### config.mk
export PLATFORM = sky130hd
export DESIGN_NAME = toml_token_lexer_unit
export DESIGN_NICKNAME = d
export VERILOG_FILES = /design/src/design/ttl_pkg.sv /design/src/design/toml_token_lexer_unit.sv
export SDC_FILE = /design/constraint.sdc
export NUM_CORES = 1
export LEC_CHECK = 0
export ABC_CLOCK_PERIOD_IN_PS = 22700
export BUFFER_PORTS_ARGS = -buffer_cell sky130_fd_sc_hd__buf_2
export CAP_MARGIN = 0
export CORE_MARGIN = 2
export CORE_UTILIZATION = 35
export CTS_BUF_LIST = sky130_fd_sc_hd__clkbuf_4 sky130_fd_sc_hd__clkbuf_8
export DETAILED_ROUTE_END_ITERATION = 10
export GPL_TIMING_DRIVEN = 1
export SLEW_MARGIN = 25
export SYNTH_ARGS = -nofsm -noshare
export SYNTH_HDL_FRONTEND = slang
export SYNTH_SLANG_ARGS = --single-unit
### constraint.sdc
create_clock -name clk -period 22.7 [get_ports clk]
set_input_delay 4.54 -clock clk [delete_from_list [all_inputs] [get_ports clk]]
set_output_delay 4.54 -clock clk [all_outputs]
set_load 0.005 [all_outputs]
### src/design/ttl_pkg.sv
package ttl_pkg;

    // Input transfer: one text byte
    typedef struct packed {
        logic [7:0] in_byte;
        logic       end_of_text;
    } src_t;

    // Output transfer: one token
    typedef struct packed {
        logic [3:0]  tok_kind;
        logic [31:0] tok_start;
        logic [15:0] tok_length;
        logic        bool_value;
        logic [1:0]  error_kind;
        logic        run_last;
    } tok_t;

    // Lexer mode
    typedef enum logic [2:0] {
        MODE_IDLE,
        MODE_NUM,
        MODE_STR,
        MODE_WORD,
        MODE_CMT,
        MODE_HALT
    } mode_t;

    // Token kinds
    localparam logic [3:0] KIND_NUM    = 4'd0;
    localparam logic [3:0] KIND_STR    = 4'd1;
    localparam logic [3:0] KIND_BOOL   = 4'd2;
    localparam logic [3:0] KIND_KEY    = 4'd3;
    localparam logic [3:0] KIND_LBRACE = 4'd4;
    localparam logic [3:0] KIND_RBRACE = 4'd5;
    localparam logic [3:0] KIND_LBRACK = 4'd6;
    localparam logic [3:0] KIND_RBRACK = 4'd7;
    localparam logic [3:0] KIND_EQUAL  = 4'd8;
    localparam logic [3:0] KIND_NL     = 4'd9;
    localparam logic [3:0] KIND_END    = 4'd10;
    localparam logic [3:0] KIND_ERR    = 4'd11;

    // Error kinds
    localparam logic [1:0] ERR_NONE    = 2'd0;
    localparam logic [1:0] ERR_CHAR    = 2'd1;
    localparam logic [1:0] ERR_UNTERM  = 2'd2;

    // Characters
    localparam logic [7:0] CH_HASH   = 8'h23;
    localparam logic [7:0] CH_QUOTE  = 8'h22;
    localparam logic [7:0] CH_LBRACE = 8'h7B;
    localparam logic [7:0] CH_RBRACE = 8'h7D;
    localparam logic [7:0] CH_LBRACK = 8'h5B;
    localparam logic [7:0] CH_RBRACK = 8'h5D;
    localparam logic [7:0] CH_EQUAL  = 8'h3D;
    localparam logic [7:0] CH_NL     = 8'h0A;

    // Progress of a letter run against "true" / "false"
    localparam logic [3:0] MATCH_NONE  = 4'd0;
    localparam logic [3:0] MATCH_T     = 4'd1;
    localparam logic [3:0] MATCH_TR    = 4'd2;
    localparam logic [3:0] MATCH_TRU   = 4'd3;
    localparam logic [3:0] MATCH_TRUE  = 4'd4;
    localparam logic [3:0] MATCH_F     = 4'd5;
    localparam logic [3:0] MATCH_FA    = 4'd6;
    localparam logic [3:0] MATCH_FAL   = 4'd7;
    localparam logic [3:0] MATCH_FALS  = 4'd8;
    localparam logic [3:0] MATCH_FALSE = 4'd9;

    // Output queue
    localparam int FIFO_DEPTH = 8;
    localparam int PTR_W      = 3;
    localparam int CNT_W      = 4;
    localparam int MAX_RES    = 3;

    function automatic logic is_digit(input logic [7:0] c);
        return (c >= "0") && (c <= "9");
    endfunction

    function automatic logic is_alpha(input logic [7:0] c);
        return ((c >= "a") && (c <= "z")) || ((c >= "A") && (c <= "Z"));
    endfunction

    // space, tab, VT, FF, CR
    function automatic logic is_blank(input logic [7:0] c);
        return (c == 8'h20) || (c == 8'h09) || (c == 8'h0B) || (c == 8'h0C) || (c == 8'h0D);
    endfunction

    function automatic logic [3:0] match_step(input logic [3:0] m, input logic [7:0] c);
        logic [3:0] r;
        r = MATCH_NONE;
        case (m)
            MATCH_T:    r = (c == "r") ? MATCH_TR    : MATCH_NONE;
            MATCH_TR:   r = (c == "u") ? MATCH_TRU   : MATCH_NONE;
            MATCH_TRU:  r = (c == "e") ? MATCH_TRUE  : MATCH_NONE;
            MATCH_F:    r = (c == "a") ? MATCH_FA    : MATCH_NONE;
            MATCH_FA:   r = (c == "l") ? MATCH_FAL   : MATCH_NONE;
            MATCH_FAL:  r = (c == "s") ? MATCH_FALS  : MATCH_NONE;
            MATCH_FALS: r = (c == "e") ? MATCH_FALSE : MATCH_NONE;
            default:    r = MATCH_NONE;
        endcase
        return r;
    endfunction

endpackage

### src/design/toml_token_lexer_unit.sv
// Channel  | valid      | stall      | payload
// ---------+------------+------------+-------------------------------
// source   | src_valid  | src_stall  | src_data (ttl_pkg::src_t)
// tokens   | tok_valid  | tok_stall  | tok_data (ttl_pkg::tok_t)
//
// One byte is lexed per cycle: the byte, the mode and the run registers
// feed one pass of decode logic that writes up to three tokens into an
// eight-entry output queue. Tokens leave it one per unstalled cycle, so a
// byte that gives two or three tokens costs extra output cycles.
// src_stall rises while fewer than three queue slots are free.
// Reset (rst_n low) clears the mode, offsets and queue at once.
module toml_token_lexer_unit #(
    parameter int POS_BITS = 32,
    parameter int LEN_BITS = 16
) (
    input  logic            clk,
    input  logic            rst_n,
    input  logic            src_valid,
    output logic            src_stall,
    input  ttl_pkg::src_t   src_data,
    output logic            tok_valid,
    input  logic            tok_stall,
    output ttl_pkg::tok_t   tok_data
);

    localparam int PW = (POS_BITS > 32) ? POS_BITS : 32;
    localparam int LW = (LEN_BITS > 16) ? LEN_BITS : 16;

    // Lexer state
    ttl_pkg::mode_t          mode_reg, mode_next;
    logic [POS_BITS-1:0]     pos_reg, pos_next;
    logic [POS_BITS-1:0]     begin_reg, begin_next;
    logic [3:0]              match_reg, match_next;
    logic [LEN_BITS-1:0]     len_reg, len_next;

    // Output queue
    ttl_pkg::tok_t                 fifo_reg [ttl_pkg::FIFO_DEPTH];
    logic [ttl_pkg::PTR_W-1:0]     wr_ptr_reg, rd_ptr_reg;
    logic [ttl_pkg::CNT_W-1:0]     count_reg, count_next;

    ttl_pkg::tok_t  res [ttl_pkg::MAX_RES];
    logic [1:0]     n_res;
    logic           accept;
    logic           pop;
    logic           done;
    logic [7:0]     c;

    function automatic ttl_pkg::tok_t mk_tok(
        input logic [3:0]          kind,
        input logic [POS_BITS-1:0] start,
        input logic [LEN_BITS-1:0] len,
        input logic                bval,
        input logic [1:0]          ek
    );
        ttl_pkg::tok_t t;
        logic [PW-1:0] s;
        logic [LW-1:0] l;
        s            = PW'(start);
        l            = LW'(len);
        t.tok_kind   = kind;
        t.tok_start  = s[31:0];
        t.tok_length = l[15:0];
        t.bool_value = bval;
        t.error_kind = ek;
        t.run_last   = 1'b0;
        return t;
    endfunction

    function automatic logic [LEN_BITS-1:0] sat_inc(input logic [LEN_BITS-1:0] v);
        return (v == '1) ? v : v + LEN_BITS'(1);
    endfunction

    function automatic ttl_pkg::tok_t word_tok(
        input logic [3:0]          m,
        input logic [POS_BITS-1:0] start,
        input logic [LEN_BITS-1:0] len
    );
        ttl_pkg::tok_t t;
        if (m == ttl_pkg::MATCH_TRUE)
        begin
            t = mk_tok(ttl_pkg::KIND_BOOL, start, len, 1'b1, ttl_pkg::ERR_NONE);
        end
        else if (m == ttl_pkg::MATCH_FALSE)
        begin
            t = mk_tok(ttl_pkg::KIND_BOOL, start, len, 1'b0, ttl_pkg::ERR_NONE);
        end
        else
        begin
            t = mk_tok(ttl_pkg::KIND_KEY, start, len, 1'b0, ttl_pkg::ERR_NONE);
        end
        return t;
    endfunction

    // Handshakes
    assign src_stall = (count_reg > ttl_pkg::CNT_W'(ttl_pkg::FIFO_DEPTH - ttl_pkg::MAX_RES));
    assign accept    = src_valid && !src_stall;
    assign tok_valid = (count_reg != '0);
    assign pop       = tok_valid && !tok_stall;
    assign tok_data  = fifo_reg[rd_ptr_reg];
    assign c         = src_data.in_byte;

    // Lex one byte: next state and up to three tokens
    always_comb
    begin
        mode_next  = mode_reg;
        pos_next   = pos_reg;
        begin_next = begin_reg;
        match_next = match_reg;
        len_next   = len_reg;
        done       = 1'b0;
        n_res      = 2'd0;
        for (int i = 0; i < ttl_pkg::MAX_RES; i++)
        begin
            res[i] = '0;
        end

        if (accept && (mode_reg != ttl_pkg::MODE_HALT))
        begin
            // continue a pending run
            case (mode_reg)
                ttl_pkg::MODE_NUM:
                begin
                    if (ttl_pkg::is_digit(c))
                    begin
                        len_next = sat_inc(len_reg);
                        done     = 1'b1;
                    end
                    else
                    begin
                        res[n_res] = mk_tok(ttl_pkg::KIND_NUM, begin_reg, len_reg, 1'b0,
                                            ttl_pkg::ERR_NONE);
                        n_res      = n_res + 2'd1;
                        mode_next  = ttl_pkg::MODE_IDLE;
                    end
                end
                ttl_pkg::MODE_WORD:
                begin
                    if (ttl_pkg::is_alpha(c))
                    begin
                        len_next   = sat_inc(len_reg);
                        match_next = ttl_pkg::match_step(match_reg, c);
                        done       = 1'b1;
                    end
                    else
                    begin
                        res[n_res] = word_tok(match_reg, begin_reg, len_reg);
                        n_res      = n_res + 2'd1;
                        mode_next  = ttl_pkg::MODE_IDLE;
                    end
                end
                ttl_pkg::MODE_STR:
                begin
                    done = 1'b1;
                    if (c == ttl_pkg::CH_QUOTE)
                    begin
                        res[n_res] = mk_tok(ttl_pkg::KIND_STR, begin_reg, len_reg, 1'b0,
                                            ttl_pkg::ERR_NONE);
                        n_res      = n_res + 2'd1;
                        mode_next  = ttl_pkg::MODE_IDLE;
                    end
                    else if (c == ttl_pkg::CH_NL)
                    begin
                        res[n_res] = mk_tok(ttl_pkg::KIND_ERR, begin_reg, len_reg, 1'b0,
                                            ttl_pkg::ERR_UNTERM);
                        n_res      = n_res + 2'd1;
                        mode_next  = ttl_pkg::MODE_HALT;
                    end
                    else
                    begin
                        len_next = sat_inc(len_reg);
                    end
                end
                ttl_pkg::MODE_CMT:
                begin
                    done = 1'b1;
                    if (c == ttl_pkg::CH_NL)
                    begin
                        mode_next = ttl_pkg::MODE_IDLE;
                    end
                end
                default:
                begin
                end
            endcase

            // lex the byte from idle
            if (!done)
            begin
                if (ttl_pkg::is_blank(c))
                begin
                end
                else if (c == ttl_pkg::CH_HASH)
                begin
                    mode_next = ttl_pkg::MODE_CMT;
                end
                else if (ttl_pkg::is_digit(c))
                begin
                    mode_next  = ttl_pkg::MODE_NUM;
                    begin_next = pos_reg;
                    len_next   = LEN_BITS'(1);
                end
                else if (ttl_pkg::is_alpha(c))
                begin
                    mode_next  = ttl_pkg::MODE_WORD;
                    begin_next = pos_reg;
                    len_next   = LEN_BITS'(1);
                    match_next = (c == "t") ? ttl_pkg::MATCH_T :
                                 (c == "f") ? ttl_pkg::MATCH_F : ttl_pkg::MATCH_NONE;
                end
                else if (c == ttl_pkg::CH_QUOTE)
                begin
                    mode_next  = ttl_pkg::MODE_STR;
                    begin_next = pos_reg + POS_BITS'(1);
                    len_next   = '0;
                end
                else if (c == ttl_pkg::CH_LBRACE)
                begin
                    res[n_res] = mk_tok(ttl_pkg::KIND_LBRACE, pos_reg, LEN_BITS'(1), 1'b0,
                                        ttl_pkg::ERR_NONE);
                    n_res      = n_res + 2'd1;
                end
                else if (c == ttl_pkg::CH_RBRACE)
                begin
                    res[n_res] = mk_tok(ttl_pkg::KIND_RBRACE, pos_reg, LEN_BITS'(1), 1'b0,
                                        ttl_pkg::ERR_NONE);
                    n_res      = n_res + 2'd1;
                end
                else if (c == ttl_pkg::CH_LBRACK)
                begin
                    res[n_res] = mk_tok(ttl_pkg::KIND_LBRACK, pos_reg, LEN_BITS'(1), 1'b0,
                                        ttl_pkg::ERR_NONE);
                    n_res      = n_res + 2'd1;
                end
                else if (c == ttl_pkg::CH_RBRACK)
                begin
                    res[n_res] = mk_tok(ttl_pkg::KIND_RBRACK, pos_reg, LEN_BITS'(1), 1'b0,
                                        ttl_pkg::ERR_NONE);
                    n_res      = n_res + 2'd1;
                end
                else if (c == ttl_pkg::CH_EQUAL)
                begin
                    res[n_res] = mk_tok(ttl_pkg::KIND_EQUAL, pos_reg, LEN_BITS'(1), 1'b0,
                                        ttl_pkg::ERR_NONE);
                    n_res      = n_res + 2'd1;
                end
                else if (c == ttl_pkg::CH_NL)
                begin
                    res[n_res] = mk_tok(ttl_pkg::KIND_NL, pos_reg, LEN_BITS'(1), 1'b0,
                                        ttl_pkg::ERR_NONE);
                    n_res      = n_res + 2'd1;
                end
                else
                begin
                    res[n_res] = mk_tok(ttl_pkg::KIND_ERR, pos_reg, LEN_BITS'(1), 1'b0,
                                        ttl_pkg::ERR_CHAR);
                    n_res      = n_res + 2'd1;
                    mode_next  = ttl_pkg::MODE_HALT;
                end
            end

            pos_next = pos_reg + POS_BITS'(1);

            // end of text: flush, then END and a fresh start; an open string halts instead
            if (src_data.end_of_text && (mode_next != ttl_pkg::MODE_HALT))
            begin
                if (mode_next == ttl_pkg::MODE_NUM)
                begin
                    res[n_res] = mk_tok(ttl_pkg::KIND_NUM, begin_next, len_next, 1'b0,
                                        ttl_pkg::ERR_NONE);
                    n_res      = n_res + 2'd1;
                end
                else if (mode_next == ttl_pkg::MODE_WORD)
                begin
                    res[n_res] = word_tok(match_next, begin_next, len_next);
                    n_res      = n_res + 2'd1;
                end
                else if (mode_next == ttl_pkg::MODE_STR)
                begin
                    res[n_res] = mk_tok(ttl_pkg::KIND_ERR, begin_next, len_next, 1'b0,
                                        ttl_pkg::ERR_UNTERM);
                    n_res      = n_res + 2'd1;
                    mode_next  = ttl_pkg::MODE_HALT;
                end

                if (mode_next != ttl_pkg::MODE_HALT)
                begin
                    res[n_res] = mk_tok(ttl_pkg::KIND_END, pos_next, '0, 1'b0,
                                        ttl_pkg::ERR_NONE);
                    n_res      = n_res + 2'd1;
                    mode_next  = ttl_pkg::MODE_IDLE;
                    pos_next   = '0;
                    begin_next = '0;
                    match_next = ttl_pkg::MATCH_NONE;
                    len_next   = '0;
                end
            end

            // mark the last token of this byte
            if (n_res != 2'd0)
            begin
                res[n_res - 2'd1].run_last = 1'b1;
            end
        end
    end

    // Queue occupancy
    always_comb
    begin
        count_next = count_reg + ttl_pkg::CNT_W'(n_res) - ttl_pkg::CNT_W'(pop);
    end

    // Control registers
    always_ff @(posedge clk or negedge rst_n)
    begin
        if (!rst_n)
        begin
            mode_reg   <= ttl_pkg::MODE_IDLE;
            pos_reg    <= '0;
            begin_reg  <= '0;
            match_reg  <= ttl_pkg::MATCH_NONE;
            len_reg    <= '0;
            wr_ptr_reg <= '0;
            rd_ptr_reg <= '0;
            count_reg  <= '0;
        end
        else
        begin
            mode_reg   <= mode_next;
            pos_reg    <= pos_next;
            begin_reg  <= begin_next;
            match_reg  <= match_next;
            len_reg    <= len_next;
            wr_ptr_reg <= wr_ptr_reg + ttl_pkg::PTR_W'(n_res);
            count_reg  <= count_next;
            if (pop)
            begin
                rd_ptr_reg <= rd_ptr_reg + ttl_pkg::PTR_W'(1);
            end
        end
    end

    // Queue payload
    always_ff @(posedge clk)
    begin
        for (int i = 0; i < ttl_pkg::MAX_RES; i++)
        begin
            if (ttl_pkg::CNT_W'(i) < ttl_pkg::CNT_W'(n_res))
            begin
                fifo_reg[wr_ptr_reg + ttl_pkg::PTR_W'(i)] <= res[i];
            end
        end
    end

endmodule

# Yosys cells after proc, flatten, opt, wreduce, memory -nomap -nowiden
# Memories as Yosys holds them, arrays and structs flattened.
# Index checks and enable logic that the tools add are counted.
dict set report totals {
  register_bits 97
  output_inout_bits 58
  input_bits 13
  memories 1
  mem_bits_ro 0
  ram_bits 448
  elab_cells 268
  latchBits 0
}
dict set report classes {
  muxes 161
  n_addsub 12
  n_shift 0
  n_lt_le_gt_ge 18
  eq_ne 43
  bitwise 4
  n_div 0
  n_reduce_logical 21
  mul 0
}
# memory words word_bits rd rd_clocked_by_memory_dff write_ports line_no
set mem_list {}
lappend mem_list {fifo_reg 8 56 1 0 3 toml_token_lexer_unit.sv:37} ;# ttl_pkg::tok_t fifo_reg [ttl_pkg::FIFO_DEPTH];
# op count
set op_table {}
lappend op_table {{$mux 168} 23}
lappend op_table {{$bwmux 168} 12}
lappend op_table {{$mux 56} 10}
lappend op_table {{$demux 56 s2} 4}
lappend op_table {{$mux 32} 11}
lappend op_table {{$mux 16} 14}
lappend op_table {{$mux 53} 4}
lappend op_table {{$pmux 56 s3} 1}
lappend op_table {{$eq 8x7->1 const B} 12}
lappend op_table {{$mux 3} 30}
lappend op_table {{$mux 54} 1}
lappend op_table {{$mux 52} 1}
lappend op_table {{$mux 4} 12}
lappend op_table {{$pmux 16 s3} 1}
lappend op_table {{$eq 8x4->1 const B} 5}
lappend op_table {{$mux 2} 19}
lappend op_table {{$add 32x1->32 const B} 1}
lappend op_table {{$eq 8x6->1 const B} 4}
lappend op_table {{$pmux 4 s7} 1}
lappend op_table {{$eq 4x3->1 const B} 5}
lappend op_table {{$add 16x1->16 const B} 1}
lappend op_table {{$eq 16x16->1 const B} 1}
lappend op_table {{$ge 8x7->1 const B} 2}
lappend op_table {{$le 8x7->1 const B} 2}
lappend op_table {{other kinds (31)} 82}

# Logic depth before layout (Yosys ltp)
dict set report depth {
  depth_word 38
  mapped_depth 27
  mapped_depth_nobuf 21
}

# Least setup slack after synthesis
# Ideal clock, no wire load.
dict set report synth_path {
  path_type {input -> register}
  from {input src_data[4] (netlist bit)}
  to {memory fifo_reg[1][0] (netlist bit), enable pin}
  setup_time_ps 554
  required_time_ps 22146
  arrival_ps 13250
  cell_stages 22
  path_slack_ps 8897
  n_path_buf 6
  cell_sequence {buf_2 > or4_1 > o221a_1 > buf_2 > o311ai_1 > clkbuf_1 > clkbuf_1 > clkbuf_1 > ha_1 > inv_1 > nor2_1 > inv_1 > ha_1 > o21ai_0 > inv_1 > ha_1 > inv_1 > a221oi_2 > buf_4 > nor2_1 > o211ai_1 > o31ai_1}
}
# element line_no
set synth_rtl {}
lappend synth_rtl {{start, declared} toml_token_lexer_unit.sv:20} ;# input ttl_pkg::src_t src_data,
lappend synth_rtl {{end, declared} toml_token_lexer_unit.sv:37}

==> impl_metrics.tcl <==
set metrics [dict create \
    outcome "finished clean" \
    fillCellCount 9405 \
    r2r_cells 19 \
    finalWeightedCongestion 0.954 \
    post_drt_wl_per_cell_microns 30.7 \
    crit_path_end_kind "flip-flop" \
    syn_area_sq_mm 0.0343 \
    rsz0062_at_grt "no" \
    htreeDepth 3 \
    clockBufferDepth 3 \
    cts_buffers 94 \
    ios 71 \
    grt_max_degree 153 \
    cts_sinks 545 \
    syn_avg_cell_area_sq_um 10.7 \
    start_util_pct 35.4 \
    grt_use_met3_pct 9.65 \
    cts_root_buffer "clkbuf_8" \
    crit_arrival_ns 11.74 \
    final_hold_viol_count 0 \
    area_growth_pct 10.3 \
    power_density_mw_per_mm2 108 \
    finalSetupViolations 0 \
    dp_hpwl_microns 89000 \
    place_ws_ns 10.88 \
    core_sq_mm 0.0970 \
    routed_wl_microns 138000 \
    synth-edff-count 448 \
    antenna_found_initial 3 \
    crit_path_max_incr_delay_ns 0.71 \
    cts_tree "yes" \
    start_kind "primary input" \
    max_slew_margin_pct 13.4 \
    drive_above_1_share_pct 19.3 \
    ys_ff_latch 545 \
    synth-main-ff-cell "edfxtp_1" \
    path_clk_slew_ns 0.08 \
    r2r-start "mode_reg[1]$_DFFE_PN0P_" \
    path_class "primary input to flip-flop" \
    antenna_left 0 \
    crit_top_cell "inv_1" \
    grtUsageTotal_pct 27.0 \
    yosys_warnings 0 \
    grt.met2_usage_pct 38.7 \
    io_buffers 70 \
    synth_seq_area_share_pct 46.2 \
    cp.required_ns 23.13 \
    top_usage_layer "met2" \
    cts_resized 0 \
    clock_latency_ns 0.78 \
    drt_pass1_iterations 9 \
    ys_async_sr_fraction_pct 17.8 \
    setup_tns_ns 0 \
    drcViolationCount 0 \
    grt_pass1_vias 28900 \
    first_iter_violations 4835 \
    dieArea_sq_mm 0.101 \
    dr_total_vias 30800 \
    p_leak_nw 12.5 \
    path_cells "buf_2, or4b_1, or4_1, o311ai_4, buf_4, ha_1, inv_1, nor2_1, inv_1, ha_1, o21ai_0, inv_1, ha_1, inv_1, a221o_1, nand3_2, buf_4, nand2_2, buf_4, o221ai_1" \
    ys_types 99 \
    fin_skew_ns 0.0568 \
    worst_slew_pin_slew_ns 1.29 \
    path_depth 20 \
    syn_nets 3250 \
    cp_max_fo 59 \
    cp_top_family "simple AND/OR/NAND/NOR gates" \
    crit_start "src_data[2]" \
    final-max-slew-violation-count 0 \
    largest_reg_flops 448 \
    gr-total-overflow 0 \
    post-route-min-period_ns 11.31 \
    max_freq_mhz 88.5 \
    fp-row-count 114 \
    max_cap_viol_count 0 \
    grt_pass1_wl_microns 201000 \
    die_w_microns 317 \
    vdd_drop_max_uv 55.3 \
    vias_per_cell 6.84 \
    use_met1_pct 36.7 \
    cp_slowest_cell "nand3_2" \
    cp-endpoint "fifo_reg[3][4]$_DFFE_PP_" \
    setup_ws_ns 11.39 \
    regToRegSetupSlack_ns 15.01 \
    cp_num_buf_inv 8 \
    fin_nets 3186 \
    ctsHoldBuffers 0 \
    post-cts-setup-buffer-count 0 \
    hold_path_class "flip-flop to flip-flop" \
    netlist_instances 3216 \
    r2r-end "fifo_reg[3][4]$_DFFE_PP_" \
    die_y_microns 317 \
    period_share_pct 49.8 \
]
-- layer usage --
metal | vias up | share of wire (%)
li1 | 12900 | -
met1 | 15100 | 38
met2 | 2389 | 42
met3 | 421 | 15
met4 | 0 | 4.5
met5 | - | 0
-- cells in the final DEF, fill, tap and decap left out, drive strengths merged, types with 54 or more instances in the layout --
cell and count:
mux4 112, clkbuf 119, o21ai 154, a22oi 74, mux2 66, buf 174
o22ai 158, nand3 91, o221ai 160, dfrtp 97, o211ai 63, nand2 397
edfxtp 448, a21oi 91, nor2 167, o31ai 70, nor3 54
-- tightest hold or removal path: stages (launching register included) --
cell	delay, ns
dfrtp_1	0.37
nand2_1	0.05
o31ai_1	0.06
-- per-stage QoR --
| step | hold WS (ns) | cell area, sq um | total power [mW] | utilization (%) | instances |
|---|---|---|---|---|---|
| after floorplan | 0.471 | 34300 | 2.51 | - | 3216 |
| after global placement | 0.486 | 35800 | 3.10 | 37.0 | 4322 |
| after detailed placement | 0.498 | 36000 | 3.13 | 37.1 | 4326 |
| after CTS | 0.512 | 37800 | 4.04 | 39.0 | 4488 |
| after global routing | 0.537 | 37900 | 4.24 | 39.1 | 4495 |
| final | 0.514 | 37900 | 4.08 | 39.1 | 4497 |
-- where the power goes --
part / switching, mW / leakage (nW) / internal (mW) / total (mW)
clock: 0.437 / 0.963 / 0.478 / 0.915
combinational: 1.16 / 5.95 / 0.646 / 1.80
sequential: 0.145 / 5.55 / 1.21 / 1.36
total: 1.74 / 12.5 / 2.34 / 4.08
-- kinds of logic (layout without fill, tap and decap cells) --
group | Yosys count | count (layout) | share of synthesized area (%)
AO/OA/AOI/OAI | 1110 | 1110 | 24.2
XOR/XNOR | 52 | 52 | 1.33
adder cells (fa/ha/maj) | 21 | 21 | 0.809
buffers and inverters | 372 | 374 | 4.49
flip-flops | 545 | 545 | 46.2
multiplexers | 196 | 196 | 10.0
other | 0 | 3 | 0
AND/OR/NAND/NOR | 920 | 920 | 13.0
-- how the worst min path moves through the flow --
| stage | start | to | slack (ns) | depth (start not counted) |
|---|---|---|---|---|
| after global routing | begin_reg[21]$_DFFE_PN0P_ | begin_reg[21]$_DFFE_PN0P_ | 0.54 | 2 |
| final | begin_reg[21]$_DFFE_PN0P_ | begin_reg[21]$_DFFE_PN0P_ | 0.51 | 2 |
| after CTS | begin_reg[28]$_DFFE_PN0P_ | begin_reg[28]$_DFFE_PN0P_ | 0.51 | 2 |
| after floorplan | begin_reg[21]$_DFFE_PN0P_ | begin_reg[21]$_DFFE_PN0P_ | 0.47 | 2 |
| after detailed placement | begin_reg[21]$_DFFE_PN0P_ | begin_reg[21]$_DFFE_PN0P_ | 0.50 | 2 |
| after global placement | begin_reg[5]$_DFFE_PN0P_ | begin_reg[5]$_DFFE_PN0P_ | 0.49 | 2 |
-- synthesized netlist by cell type, types with 35 or more instances --
master,number,area share (%)
clkbuf_1,209,2.3
nor3_1,48,0.70
o21ai_0,126,1.8
a21oi_1,91,1.3
and3_1,36,0.66
buf_2,74,1.1
mux2_2,66,2.2
a22oi_1,56,1.2
dfrtp_1,97,7.1
nand3_1,89,1.3
nand4_1,35,0.64
buf_1,39,0.43
nand2_1,393,4.3
nor2_1,165,1.8
a22o_1,39,0.99
mux4_2,112,7.3
o211ai_1,63,1.4
o31ai_1,69,1.5
o22ai_1,158,2.9
a31oi_1,45,0.82
o221ai_1,159,4.1
a221oi_1,50,1.3
edfxtp_1,448,39
inv_1,37,0.40
-- area by class of cell --
| class | instances | area [sq um] | share of cell area, % |
|---|---|---|---|
| timing repair buffer | 174 | 1210 | 3.18 |
| clock buffer | 119 | 1500 | 3.96 |
| inverter | 38 | 143 | 0.376 |
| tap | 1276 | 1600 | 4.21 |
| antenna | 3 | 7.51 | 0.0198 |
| clock inverter | 43 | 323 | 0.852 |
| sequential | 545 | 15900 | 41.9 |
| multi-input combinational | 2299 | 17200 | 45.5 |
No activity file was read; power rests on OpenSTA's default activity.
